[src/rtl/assert_macros.svh]
// Assertion macros shared by the RTL of the IGMP group extractor.
// Each macro expects signals named clock and reset in the calling scope.
`ifndef ASSERT_MACROS_SVH
`define ASSERT_MACROS_SVH

// Check an expression at every clock edge outside reset.
`define IGX_ASSERT(label, expr, msg) \
   label: assert property (@(posedge clock) disable iff (reset) (expr)) \
      else $error(msg);

// Check that an antecedent implies a consequent in the cycle after.
`define IGX_ASSERT_NEXT(label, ante, cons, msg) \
   label: assert property (@(posedge clock) disable iff (reset) (ante) |=> (cons)) \
      else $error(msg);

`endif

[src/rtl/igx_pkg.sv]
// Package for the IGMP group extractor: message type codes, result codes,
// well-known group addresses and the small classifier functions.
// Depends on nothing.
package igx_pkg;

   localparam logic [7:0] TYPE_QUERY     = 8'h11;
   localparam logic [7:0] TYPE_REPORT_V2 = 8'h16;
   localparam logic [7:0] TYPE_LEAVE     = 8'h17;
   localparam logic [7:0] TYPE_REPORT_V3 = 8'h22;

   localparam logic [1:0] STATUS_GROUP   = 2'd0;
   localparam logic [1:0] STATUS_EMPTY   = 2'd1;
   localparam logic [1:0] STATUS_SHORT   = 2'd2;
   localparam logic [1:0] STATUS_UNKNOWN = 2'd3;

   localparam logic [1:0] KIND_REPORT_V2 = 2'd0;
   localparam logic [1:0] KIND_LEAVE     = 2'd1;
   localparam logic [1:0] KIND_REPORT_V3 = 2'd2;
   localparam logic [1:0] KIND_OTHER     = 2'd3;

   localparam logic [2:0] CLASS_SSDP          = 3'd0;
   localparam logic [2:0] CLASS_MDNS          = 3'd1;
   localparam logic [2:0] CLASS_SLP_GENERAL   = 3'd2;
   localparam logic [2:0] CLASS_SLP_DISCOVERY = 3'd3;
   localparam logic [2:0] CLASS_LISTED        = 3'd4;
   localparam logic [2:0] CLASS_SLP_ADMIN     = 3'd5;
   localparam logic [2:0] CLASS_UNLISTED      = 3'd6;

   localparam logic [31:0] ADDR_SSDP          = 32'heffffffa;
   localparam logic [31:0] ADDR_MDNS          = 32'he00000fb;
   localparam logic [31:0] ADDR_SLP_GENERAL   = 32'he0000116;
   localparam logic [31:0] ADDR_SLP_DISCOVERY = 32'he0000123;
   localparam logic [31:0] ADDR_LISTED        = 32'he4c8c8c9;
   localparam logic [31:0] ADDR_SLP_ADMIN     = 32'heffffffd;

   localparam logic [7:0]  FIRST_RECORD = 8'd8;

   function automatic logic [1:0] kind_of(input logic [7:0] msg_type);
      logic [1:0] kind;
      unique case (msg_type)
         TYPE_REPORT_V2: kind = KIND_REPORT_V2;
         TYPE_LEAVE:     kind = KIND_LEAVE;
         TYPE_REPORT_V3: kind = KIND_REPORT_V3;
         default:        kind = KIND_OTHER;
      endcase
      return kind;
   endfunction

   function automatic logic [2:0] class_of(input logic [31:0] addr);
      logic [2:0] cls;
      unique case (addr)
         ADDR_SSDP:          cls = CLASS_SSDP;
         ADDR_MDNS:          cls = CLASS_MDNS;
         ADDR_SLP_GENERAL:   cls = CLASS_SLP_GENERAL;
         ADDR_SLP_DISCOVERY: cls = CLASS_SLP_DISCOVERY;
         ADDR_LISTED:        cls = CLASS_LISTED;
         ADDR_SLP_ADMIN:     cls = CLASS_SLP_ADMIN;
         default:            cls = CLASS_UNLISTED;
      endcase
      return cls;
   endfunction

endpackage

[src/rtl/igx_if.sv]
// Valid/ready channel interfaces of the IGMP group extractor: byte beats in,
// group results out. Depends on nothing.
interface igx_req_if;
   logic       valid;
   logic       ready;
   logic [7:0] data_byte;
   logic       byte_valid;
   logic       end_of_frame;

   modport source (output valid, data_byte, byte_valid, end_of_frame, input ready);
   modport sink   (input valid, data_byte, byte_valid, end_of_frame, output ready);
endinterface

interface igx_rsp_if;
   logic        valid;
   logic        ready;
   logic [1:0]  status;
   logic [1:0]  message_kind;
   logic [31:0] group_ip;
   logic [2:0]  group_class;
   logic [15:0] record_number;

   modport source (output valid, status, message_kind, group_ip, group_class,
                   record_number, input ready);
   modport sink   (input valid, status, message_kind, group_ip, group_class,
                   record_number, output ready);
endinterface

[src/rtl/igmp_group_extractor.sv]
// IGMP group extractor top level: parses IGMP messages byte by byte and
// emits one result beat per group. Uses igx_pkg, igx_if and assert_macros.svh.
//
//   channel    dir  handshake           payload
//   req_chan   in   valid/ready         data_byte, byte_valid, end_of_frame
//   rsp_chan   out  valid/ready         status, message_kind, group_ip,
//                                       group_class, record_number
//
// One beat per cycle while the result is not stalled: a beat sits in the
// input register, then the parse logic updates the frame state and loads
// the result register, which drives rsp_chan.
// Synchronous reset clears both registers' valid flags and the frame state.
// A stalled result holds the input register; req_chan takes a new beat
// whenever the input register is empty or moves on in the same cycle.
`include "assert_macros.svh"

module igmp_group_extractor #(
   parameter int POSITION_WIDTH = 16
) (
   input  logic      clock,
   input  logic      reset,
   igx_req_if.sink   req_chan,
   igx_rsp_if.source rsp_chan
);

   localparam int NS_W  = POSITION_WIDTH + 4;
   localparam int SUM_W = ((NS_W > 19) ? NS_W : 19) + 1;
   localparam logic [POSITION_WIDTH-1:0] POS_MAX  = {POSITION_WIDTH{1'b1}};
   localparam logic [NS_W-1:0]           NEXT_CAP = {NS_W{1'b1}};

   logic       in_valid_ff, in_valid_in;
   logic [7:0] in_byte_ff;
   logic       in_bv_ff;
   logic       in_eof_ff;

   logic [POSITION_WIDTH-1:0] pos_ff, pos_in;
   logic [7:0]                type_ff, type_in;
   logic [31:0]               shift_ff, shift_in;
   logic [15:0]               rec_exp_ff, rec_exp_in;
   logic [15:0]               rec_done_ff, rec_done_in;
   logic [NS_W-1:0]           next_start_ff, next_start_in;
   logic [15:0]               src_ff, src_in;
   logic [7:0]                aux_ff, aux_in;

   logic        out_valid_ff;
   logic [1:0]  out_status_ff, out_status_in;
   logic [1:0]  out_kind_ff, out_kind_in;
   logic [31:0] out_addr_ff, out_addr_in;
   logic [2:0]  out_class_ff, out_class_in;
   logic [15:0] out_rec_ff, out_rec_in;
   logic        emit;

   logic advance;

   assign advance        = in_valid_ff && (!out_valid_ff || rsp_chan.ready);
   assign req_chan.ready = !in_valid_ff || advance;
   assign in_valid_in    = (req_chan.valid && req_chan.ready) || (in_valid_ff && !advance);

   always_comb begin
      logic              take;
      logic [31:0]       shift_new;
      logic [7:0]        type_eff;
      logic [NS_W-1:0]   pos_ext;
      logic [NS_W-1:0]   rel;
      logic [SUM_W-1:0]  sum;
      logic              in_record;

      pos_in        = pos_ff;
      type_in       = type_ff;
      shift_in      = shift_ff;
      rec_exp_in    = rec_exp_ff;
      rec_done_in   = rec_done_ff;
      next_start_in = next_start_ff;
      src_in        = src_ff;
      aux_in        = aux_ff;

      emit          = 1'b0;
      out_status_in = igx_pkg::STATUS_GROUP;
      out_addr_in   = '0;
      out_class_in  = igx_pkg::CLASS_UNLISTED;
      out_rec_in    = '0;

      take      = in_bv_ff && (pos_ff != POS_MAX);
      shift_new = {shift_ff[23:0], in_byte_ff};
      type_eff  = (take && pos_ff == '0) ? in_byte_ff : type_ff;
      pos_ext   = {4'b0000, pos_ff};
      rel       = pos_ext - next_start_ff;
      sum       = SUM_W'(next_start_ff) + SUM_W'({src_ff, 2'b00})
                  + SUM_W'({aux_ff, 2'b00}) + SUM_W'(igx_pkg::FIRST_RECORD);
      in_record = (type_ff == igx_pkg::TYPE_REPORT_V3) && (rec_done_ff < rec_exp_ff)
                  && (pos_ext >= next_start_ff);

      if (take) begin
         pos_in   = pos_ff + POSITION_WIDTH'(1);
         shift_in = shift_new;
         type_in  = type_eff;
         if (pos_ff == POSITION_WIDTH'(7)) begin
            unique case (type_ff)
               igx_pkg::TYPE_QUERY: begin
               end
               igx_pkg::TYPE_REPORT_V2, igx_pkg::TYPE_LEAVE: begin
                  emit         = 1'b1;
                  out_addr_in  = shift_new;
                  out_class_in = igx_pkg::class_of(shift_new);
               end
               igx_pkg::TYPE_REPORT_V3: begin
                  rec_exp_in = shift_new[15:0];
               end
               default: begin
                  emit          = 1'b1;
                  out_status_in = igx_pkg::STATUS_UNKNOWN;
               end
            endcase
         end else if (pos_ff > POSITION_WIDTH'(7) && in_record) begin
            priority if (rel == NS_W'(1)) begin
               aux_in = in_byte_ff;
            end else if (rel == NS_W'(2)) begin
               src_in = {in_byte_ff, 8'h00};
            end else if (rel == NS_W'(3)) begin
               src_in = {src_ff[15:8], in_byte_ff};
            end else if (rel == NS_W'(7)) begin
               emit          = 1'b1;
               out_addr_in   = shift_new;
               out_class_in  = igx_pkg::class_of(shift_new);
               out_rec_in    = rec_done_ff;
               rec_done_in   = rec_done_ff + 16'd1;
               next_start_in = (sum > SUM_W'(NEXT_CAP)) ? NEXT_CAP : sum[NS_W-1:0];
            end else begin
            end
         end
      end

      out_kind_in = igx_pkg::kind_of(type_eff);

      if (in_eof_ff) begin
         if (!emit) begin
            if (pos_in == '0) begin
               emit          = 1'b1;
               out_status_in = igx_pkg::STATUS_EMPTY;
            end else if (pos_in < POSITION_WIDTH'(8)) begin
               emit          = 1'b1;
               out_status_in = igx_pkg::STATUS_SHORT;
            end
         end
         pos_in        = '0;
         type_in       = '0;
         shift_in      = '0;
         rec_exp_in    = '0;
         rec_done_in   = '0;
         next_start_in = NS_W'(igx_pkg::FIRST_RECORD);
         src_in        = '0;
         aux_in        = '0;
      end
   end

   always_ff @(posedge clock) begin
      if (reset) begin
         in_valid_ff   <= 1'b0;
         out_valid_ff  <= 1'b0;
         pos_ff        <= '0;
         type_ff       <= '0;
         shift_ff      <= '0;
         rec_exp_ff    <= '0;
         rec_done_ff   <= '0;
         next_start_ff <= NS_W'(igx_pkg::FIRST_RECORD);
         src_ff        <= '0;
         aux_ff        <= '0;
      end else begin
         in_valid_ff <= in_valid_in;
         if (advance) begin
            out_valid_ff  <= emit;
            pos_ff        <= pos_in;
            type_ff       <= type_in;
            shift_ff      <= shift_in;
            rec_exp_ff    <= rec_exp_in;
            rec_done_ff   <= rec_done_in;
            next_start_ff <= next_start_in;
            src_ff        <= src_in;
            aux_ff        <= aux_in;
         end else if (rsp_chan.ready) begin
            out_valid_ff <= 1'b0;
         end
      end
   end

   always_ff @(posedge clock) begin
      if (req_chan.valid && req_chan.ready) begin
         in_byte_ff <= req_chan.data_byte;
         in_bv_ff   <= req_chan.byte_valid;
         in_eof_ff  <= req_chan.end_of_frame;
      end
      if (advance && emit) begin
         out_status_ff <= out_status_in;
         out_kind_ff   <= out_kind_in;
         out_addr_ff   <= out_addr_in;
         out_class_ff  <= out_class_in;
         out_rec_ff    <= out_rec_in;
      end
   end

   assign rsp_chan.valid         = out_valid_ff;
   assign rsp_chan.status        = out_status_ff;
   assign rsp_chan.message_kind  = out_kind_ff;
   assign rsp_chan.group_ip      = out_addr_ff;
   assign rsp_chan.group_class   = out_class_ff;
   assign rsp_chan.record_number = out_rec_ff;

   `IGX_ASSERT(a_records_bounded, rec_done_ff <= rec_exp_ff, "record count overrun")
   `IGX_ASSERT(a_walk_start, next_start_ff >= NS_W'(igx_pkg::FIRST_RECORD), "walk start low")
   `IGX_ASSERT(a_stall_only_full, req_chan.ready || in_valid_ff, "req stalled while empty")
   `IGX_ASSERT_NEXT(a_eof_clr, advance && in_eof_ff, pos_ff == '0 && rec_done_ff == '0, "state kept")

endmodule
[src/flat_wrapper.sv]
// flat-port wrapper written by rule: the top's interface ports become plain ports
module igmp_group_extractor_flat 
#(
   parameter int POSITION_WIDTH = 16
)
  (clock, reset, req_chan_valid, req_chan_data_byte, req_chan_byte_valid, req_chan_end_of_frame, req_chan_ready, rsp_chan_valid, rsp_chan_status, rsp_chan_message_kind, rsp_chan_group_ip, rsp_chan_group_class, rsp_chan_record_number, rsp_chan_ready);
  igx_req_if req_chan_i ();
  igx_rsp_if rsp_chan_i ();
  input  logic clock;
  input  logic reset;
  input wire logic [$bits(req_chan_i.valid)-1:0] req_chan_valid;
  input wire logic [$bits(req_chan_i.data_byte)-1:0] req_chan_data_byte;
  input wire logic [$bits(req_chan_i.byte_valid)-1:0] req_chan_byte_valid;
  input wire logic [$bits(req_chan_i.end_of_frame)-1:0] req_chan_end_of_frame;
  output wire logic [$bits(req_chan_i.ready)-1:0] req_chan_ready;
  output wire logic [$bits(rsp_chan_i.valid)-1:0] rsp_chan_valid;
  output wire logic [$bits(rsp_chan_i.status)-1:0] rsp_chan_status;
  output wire logic [$bits(rsp_chan_i.message_kind)-1:0] rsp_chan_message_kind;
  output wire logic [$bits(rsp_chan_i.group_ip)-1:0] rsp_chan_group_ip;
  output wire logic [$bits(rsp_chan_i.group_class)-1:0] rsp_chan_group_class;
  output wire logic [$bits(rsp_chan_i.record_number)-1:0] rsp_chan_record_number;
  input wire logic [$bits(rsp_chan_i.ready)-1:0] rsp_chan_ready;
  assign req_chan_i.valid = req_chan_valid;
  assign req_chan_i.data_byte = req_chan_data_byte;
  assign req_chan_i.byte_valid = req_chan_byte_valid;
  assign req_chan_i.end_of_frame = req_chan_end_of_frame;
  assign req_chan_ready = req_chan_i.ready;
  assign rsp_chan_valid = rsp_chan_i.valid;
  assign rsp_chan_status = rsp_chan_i.status;
  assign rsp_chan_message_kind = rsp_chan_i.message_kind;
  assign rsp_chan_group_ip = rsp_chan_i.group_ip;
  assign rsp_chan_group_class = rsp_chan_i.group_class;
  assign rsp_chan_record_number = rsp_chan_i.record_number;
  assign rsp_chan_i.ready = rsp_chan_ready;
  igmp_group_extractor #(.POSITION_WIDTH(POSITION_WIDTH)) u_core (.clock(clock), .reset(reset), .req_chan(req_chan_i), .rsp_chan(rsp_chan_i));
endmodule
[config.mk]
export PLATFORM = sky130hd
export DESIGN_NAME = igmp_group_extractor_flat
export DESIGN_NICKNAME = d
export VERILOG_FILES = /design/src/rtl/igx_pkg.sv /design/src/rtl/igx_if.sv /design/src/rtl/igmp_group_extractor.sv /design/src/flat_wrapper.sv
export VERILOG_INCLUDE_DIRS = /design/src /design/src/rtl
export SDC_FILE = /design/constraint.sdc
export NUM_CORES = 1
export LEC_CHECK = 0
export ABC_AREA = 1
export BUFFER_PORTS_ARGS = -buffer_cell sky130_fd_sc_hd__buf_4
export CAP_MARGIN = 40
export CORE_MARGIN = 2
export CORE_UTILIZATION = 62
export CTS_CLUSTER_SIZE = 16
export DETAILED_ROUTE_END_ITERATION = 6
export GPL_ROUTABILITY_DRIVEN = 1
export GPL_TIMING_DRIVEN = 0
export PLACE_DENSITY_LB_ADDON = 0.25
export SETUP_SLACK_MARGIN = 0.3
export SLEW_MARGIN = 10
export SYNTH_ARGS = -nofsm -noshare
export SYNTH_HDL_FRONTEND = slang
export SYNTH_SLANG_ARGS = --single-unit
[constraint.sdc]
create_clock -name clock -period 5.5 [get_ports clock]
set_input_delay 0.275 -clock clock [delete_from_list [all_inputs] [get_ports clock]]
set_output_delay 0.275 -clock clock [all_outputs]
set_load 0.03 [all_outputs]
==> results.py <==
metrics = {
    "drt": {
        "drt_drc_violations_left": 0,
        "via_per_inst": 5.612,
        "vias": 10990,
        "drt_pass1_iterations": 5,
        "ant_nets": 0,
        "wl_mm": 30.87,
        "drt_iter0_markers": 965,
        "wl_per_cell_um": 15.76,
    },
    "sta": {
        "setup_violations": 0,
        "fin_ws_ns": 1.481,
        "fin_crit_sh_pct": 73.08,
        "rsz0062_at_grt": "false",
        "min_period_ns": 4.019,
        "tightest_slew_ns": 0.8646,
        "hold_viol": 0,
        "final_max_slew_viol_count": 0,
        "clock_skew_ns": 0.01359,
        "fin_tns_setup_ns": 0,
        "max_freq_mhz": 248.8,
        "relSlewSlack_pct": 42.36,
    },
    "run_status": {
        "outcome": "complete, no violations",
    },
    "setup_path": {
        "r2r_end": "u_core.next_start_ff[18]",
        "path_buf_inv": 4,
        "slowest_stage": "a21oi_1",
        "r2r_start": "u_core.src_ff[5]",
        "endpoint": "u_core.next_start_ff[18]",
        "crit_type": "reg -> reg",
        "slowest_delay_ns": 0.69,
        "required_ns": 5.80,
        "crit_start": "u_core.src_ff[5]",
        "cpMostUsedCell": "nand2_1",
        "worst-r2r-setup-slack_ns": 1.48,
        "arrival_ns": 4.32,
        "cp_max_fo": 10,
        "rr_worst_depth": 18,
        "cp.depth": 18,
        "cp-end-kind": "flip-flop",
        "crit_chain": "inv_1 > fa_1 > inv_1 > ha_1 > ha_1 > a21oi_1 > o21ai_0 > a21oi_1 > inv_1 > nand4_1 > nand2_1 > nand2_1 > nand2_1 > a21oi_1 > buf_2 > nand2_1 > nand2_1 > a21oi_1",
        "worstSetupStartpointType": "flip-flop",
        "critPathTopFamily": "compound AO/OA/AOI/OAI gates",
    },
    "final_layout": {
        "syn_to_final_growth_pct": 12.57,
        "stdcell_count": 1959,
        "fin_area_um2": 13330,
        "post_route_cells_drive_above_1_share_pct": 12.06,
        "antennaDiodeCount": 0,
        "nets": 1810,
    },
    "synth": {
        "synth-seq-area-share_pct": 37.61,
        "yosys_most_used_dff": "dfxtp_1",
        "async_flop_share_pct": 0,
        "synth_edf_count": 65,
        "syn_nets": 1718,
        "ys_warn_count": 0,
        "synth_cells": 1620,
        "ys_types": 55,
        "synth_seq_cells": 190,
        "netlist_area_um2": 11840,
        "synth_area_per_cell_um2": 7.311,
    },
    "placement": {
        "port_buffers": 69,
        "gp_congestion": 0.9847,
        "dp_slack_ns": 1.507,
        "place_hpwl_mm": 23.84,
        "place_area_um2": 12680,
        "place_inst": 1924,
    },
    "pwr": {
        "power_w": 0.003007,
        "p_per_area_nw_per_um2": 225.5,
        "leakagePower_nw": 5.759,
        "irDropWorstVdd_v": 0.0002056,
    },
    "global_routing": {
        "gr-total-overflow": 0,
        "first_global_vias": 10310,
        "grt_usage_pct": 31.04,
        "grt_antenna_before_repair": 0,
        "grt_first_pass_wirelength_mm": 49.71,
        "grt_max_degree": 38,
    },
    "floorplanning": {
        "core.rowCount": 50,
        "initial_core_util_pct": 63.32,
        "die_h_um": 142.2,
        "ios": 71,
        "coreArea_um2": 18710,
        "design.die.area_um2": 20230,
        "chipWidth_um": 142.2,
    },
    "cts": {
        "cts_made_buffers": 17,
        "cts_resized": 0,
        "clk_pin_slew_worst_paths_ns": 0.08,
        "cts_num_sinks": 190,
        "cts_tree": "yes",
        "clk_path_buf_depth": 2,
        "root_buffer": "clkbuf_16",
        "insertion_delay_ns": 0.44,
        "htree_levels": 4,
    },
    "flow_run": {
        "maxCapViolCount": 0,
    },
    "hold_path": {
        "hold_path_class": "in -> reg",
    },
}
-- cell usage after synthesis, types with 25 or more instances --
| cell | count | area (um2) |
|---|---|---|
| xor2_1 | 38 | 332.8 |
| a21oi_1 | 136 | 680.7 |
| nand2_1 | 394 | 1479 |
| edfxtp_1 | 65 | 1952 |
| ha_1 | 74 | 925.9 |
| dfxtp_1 | 125 | 2502 |
| nand3_1 | 77 | 385.4 |
| nand4_1 | 32 | 200.2 |
| inv_1 | 227 | 852.1 |
| nor3_1 | 28 | 140.1 |
| o21ai_0 | 25 | 125.1 |
| nor2_1 | 201 | 754.5 |
-- stage by stage --
stage                     utilization (%)  hold slack, ns
after floorplan                         -          0.3739
after global placement              67.65          0.4505
after detailed placement            67.77          0.4545
after CTS                           71.17        0.001564
after global routing                71.28       0.0001389
final                               71.28        0.006305
-- report_power, final --
group          internal, W  switching, W  leakage, nW
Combinational    0.0000755      0.000165         3.87
Sequential         0.00146     0.0000167         1.59
Clock             0.000631      0.000655        0.297
-- placed cells by master, fill, tap and decap left out, drive strengths merged, types with 3 or more instances in the layout --
master         n
nand3b        12
nor4          14
ha            74
clkinv         9
dfxtp        125
o22ai          6
nor2         211
o21ai         33
edfxtp        65
dlygate4sd3    3
clkbuf        36
nor3          31
a21oi        146
o21bai         4
inv          245
buf           99
nand3         78
nand4         34
xor2          38
fa            10
or2           10
xnor2          5
nand2        420
a21o           3
-- timing repair --
action	CTS	global route
buffers inserted	0	0
hold buffers	1	2
setup endpoints to repair	0	0
endpoints found under the hold margin	1	2
-- per-layer routing --
layer,vias to the layer above,wire [um],track usage [%]
met4,0,924,11.84
met2,471,14100,49.99
met5,-,0,0
met1,5032,13370,41.29
met3,77,2469,6.460
li1,5414,-,-
-- sequential cells by signal (all words and copies together) (netlist names) --
signal / flops
u_core.rsp_chan.status: 2
u_core.src_ff: 16
u_core.shift_ff: 24
u_core.rsp_chan.message_kind: 2
u_core.pos_ff: 16
u_core.aux_ff: 8
u_core.in_valid_ff: 1
u_core.type_ff: 8
u_core.in_bv_ff: 1
u_core.rsp_chan.valid: 1
u_core.rec_exp_ff: 16
u_core.rsp_chan.group_class: 3
u_core.next_start_ff: 19
u_core.in_byte_ff: 8
u_core.rsp_chan.group_ip: 32
u_core.in_eof_ff: 1
u_core.rsp_chan.record_number: 16
u_core.rec_done_ff: 16
-- logic make-up (layout without fill, tap and decap cells) --
group | Yosys count | count (layout) | share of synthesized area (%)
and+or+nand+nor | 812 | 812 | 30.18
adders and majority gates | 84 | 84 | 9.508
xor gates and xnor gates | 43 | 43 | 3.180
AOI/OAI and AO/OA | 203 | 203 | 9.582
DFF | 190 | 190 | 37.61
buffers and inverters | 288 | 393 | 9.941
-- final cells by class --
class                      count  area, um2
tap                          234      292.8
inverter                     240      904.6
timing repair buffer          73      568.0
multi-input combinational   1142       6215
clock inverter                15      200.2
fill                        1534       5373
buffer                        48      272.8
clock buffer                  17      425.4
sequential                   190       4454
-- how the worst min path moves through the flow --
stage                          startpoint                   end  slack [ns]  cells past startpoint
floorplan             req_chan_byte_valid       u_core.in_bv_ff        0.37                      0
global placement      u_core.shift_ff[20]   u_core.shift_ff[20]        0.45                      2
detailed placement  req_chan_end_of_frame      u_core.in_eof_ff        0.45                      1
CTS                 req_chan_data_byte[3]  u_core.in_byte_ff[3]       0.002                      1
global route        req_chan_data_byte[0]  u_core.in_byte_ff[0]      0.0001                      1
finish              req_chan_data_byte[2]  u_core.in_byte_ff[2]       0.006                      1
No activity file was read; power rests on OpenSTA's default activity.
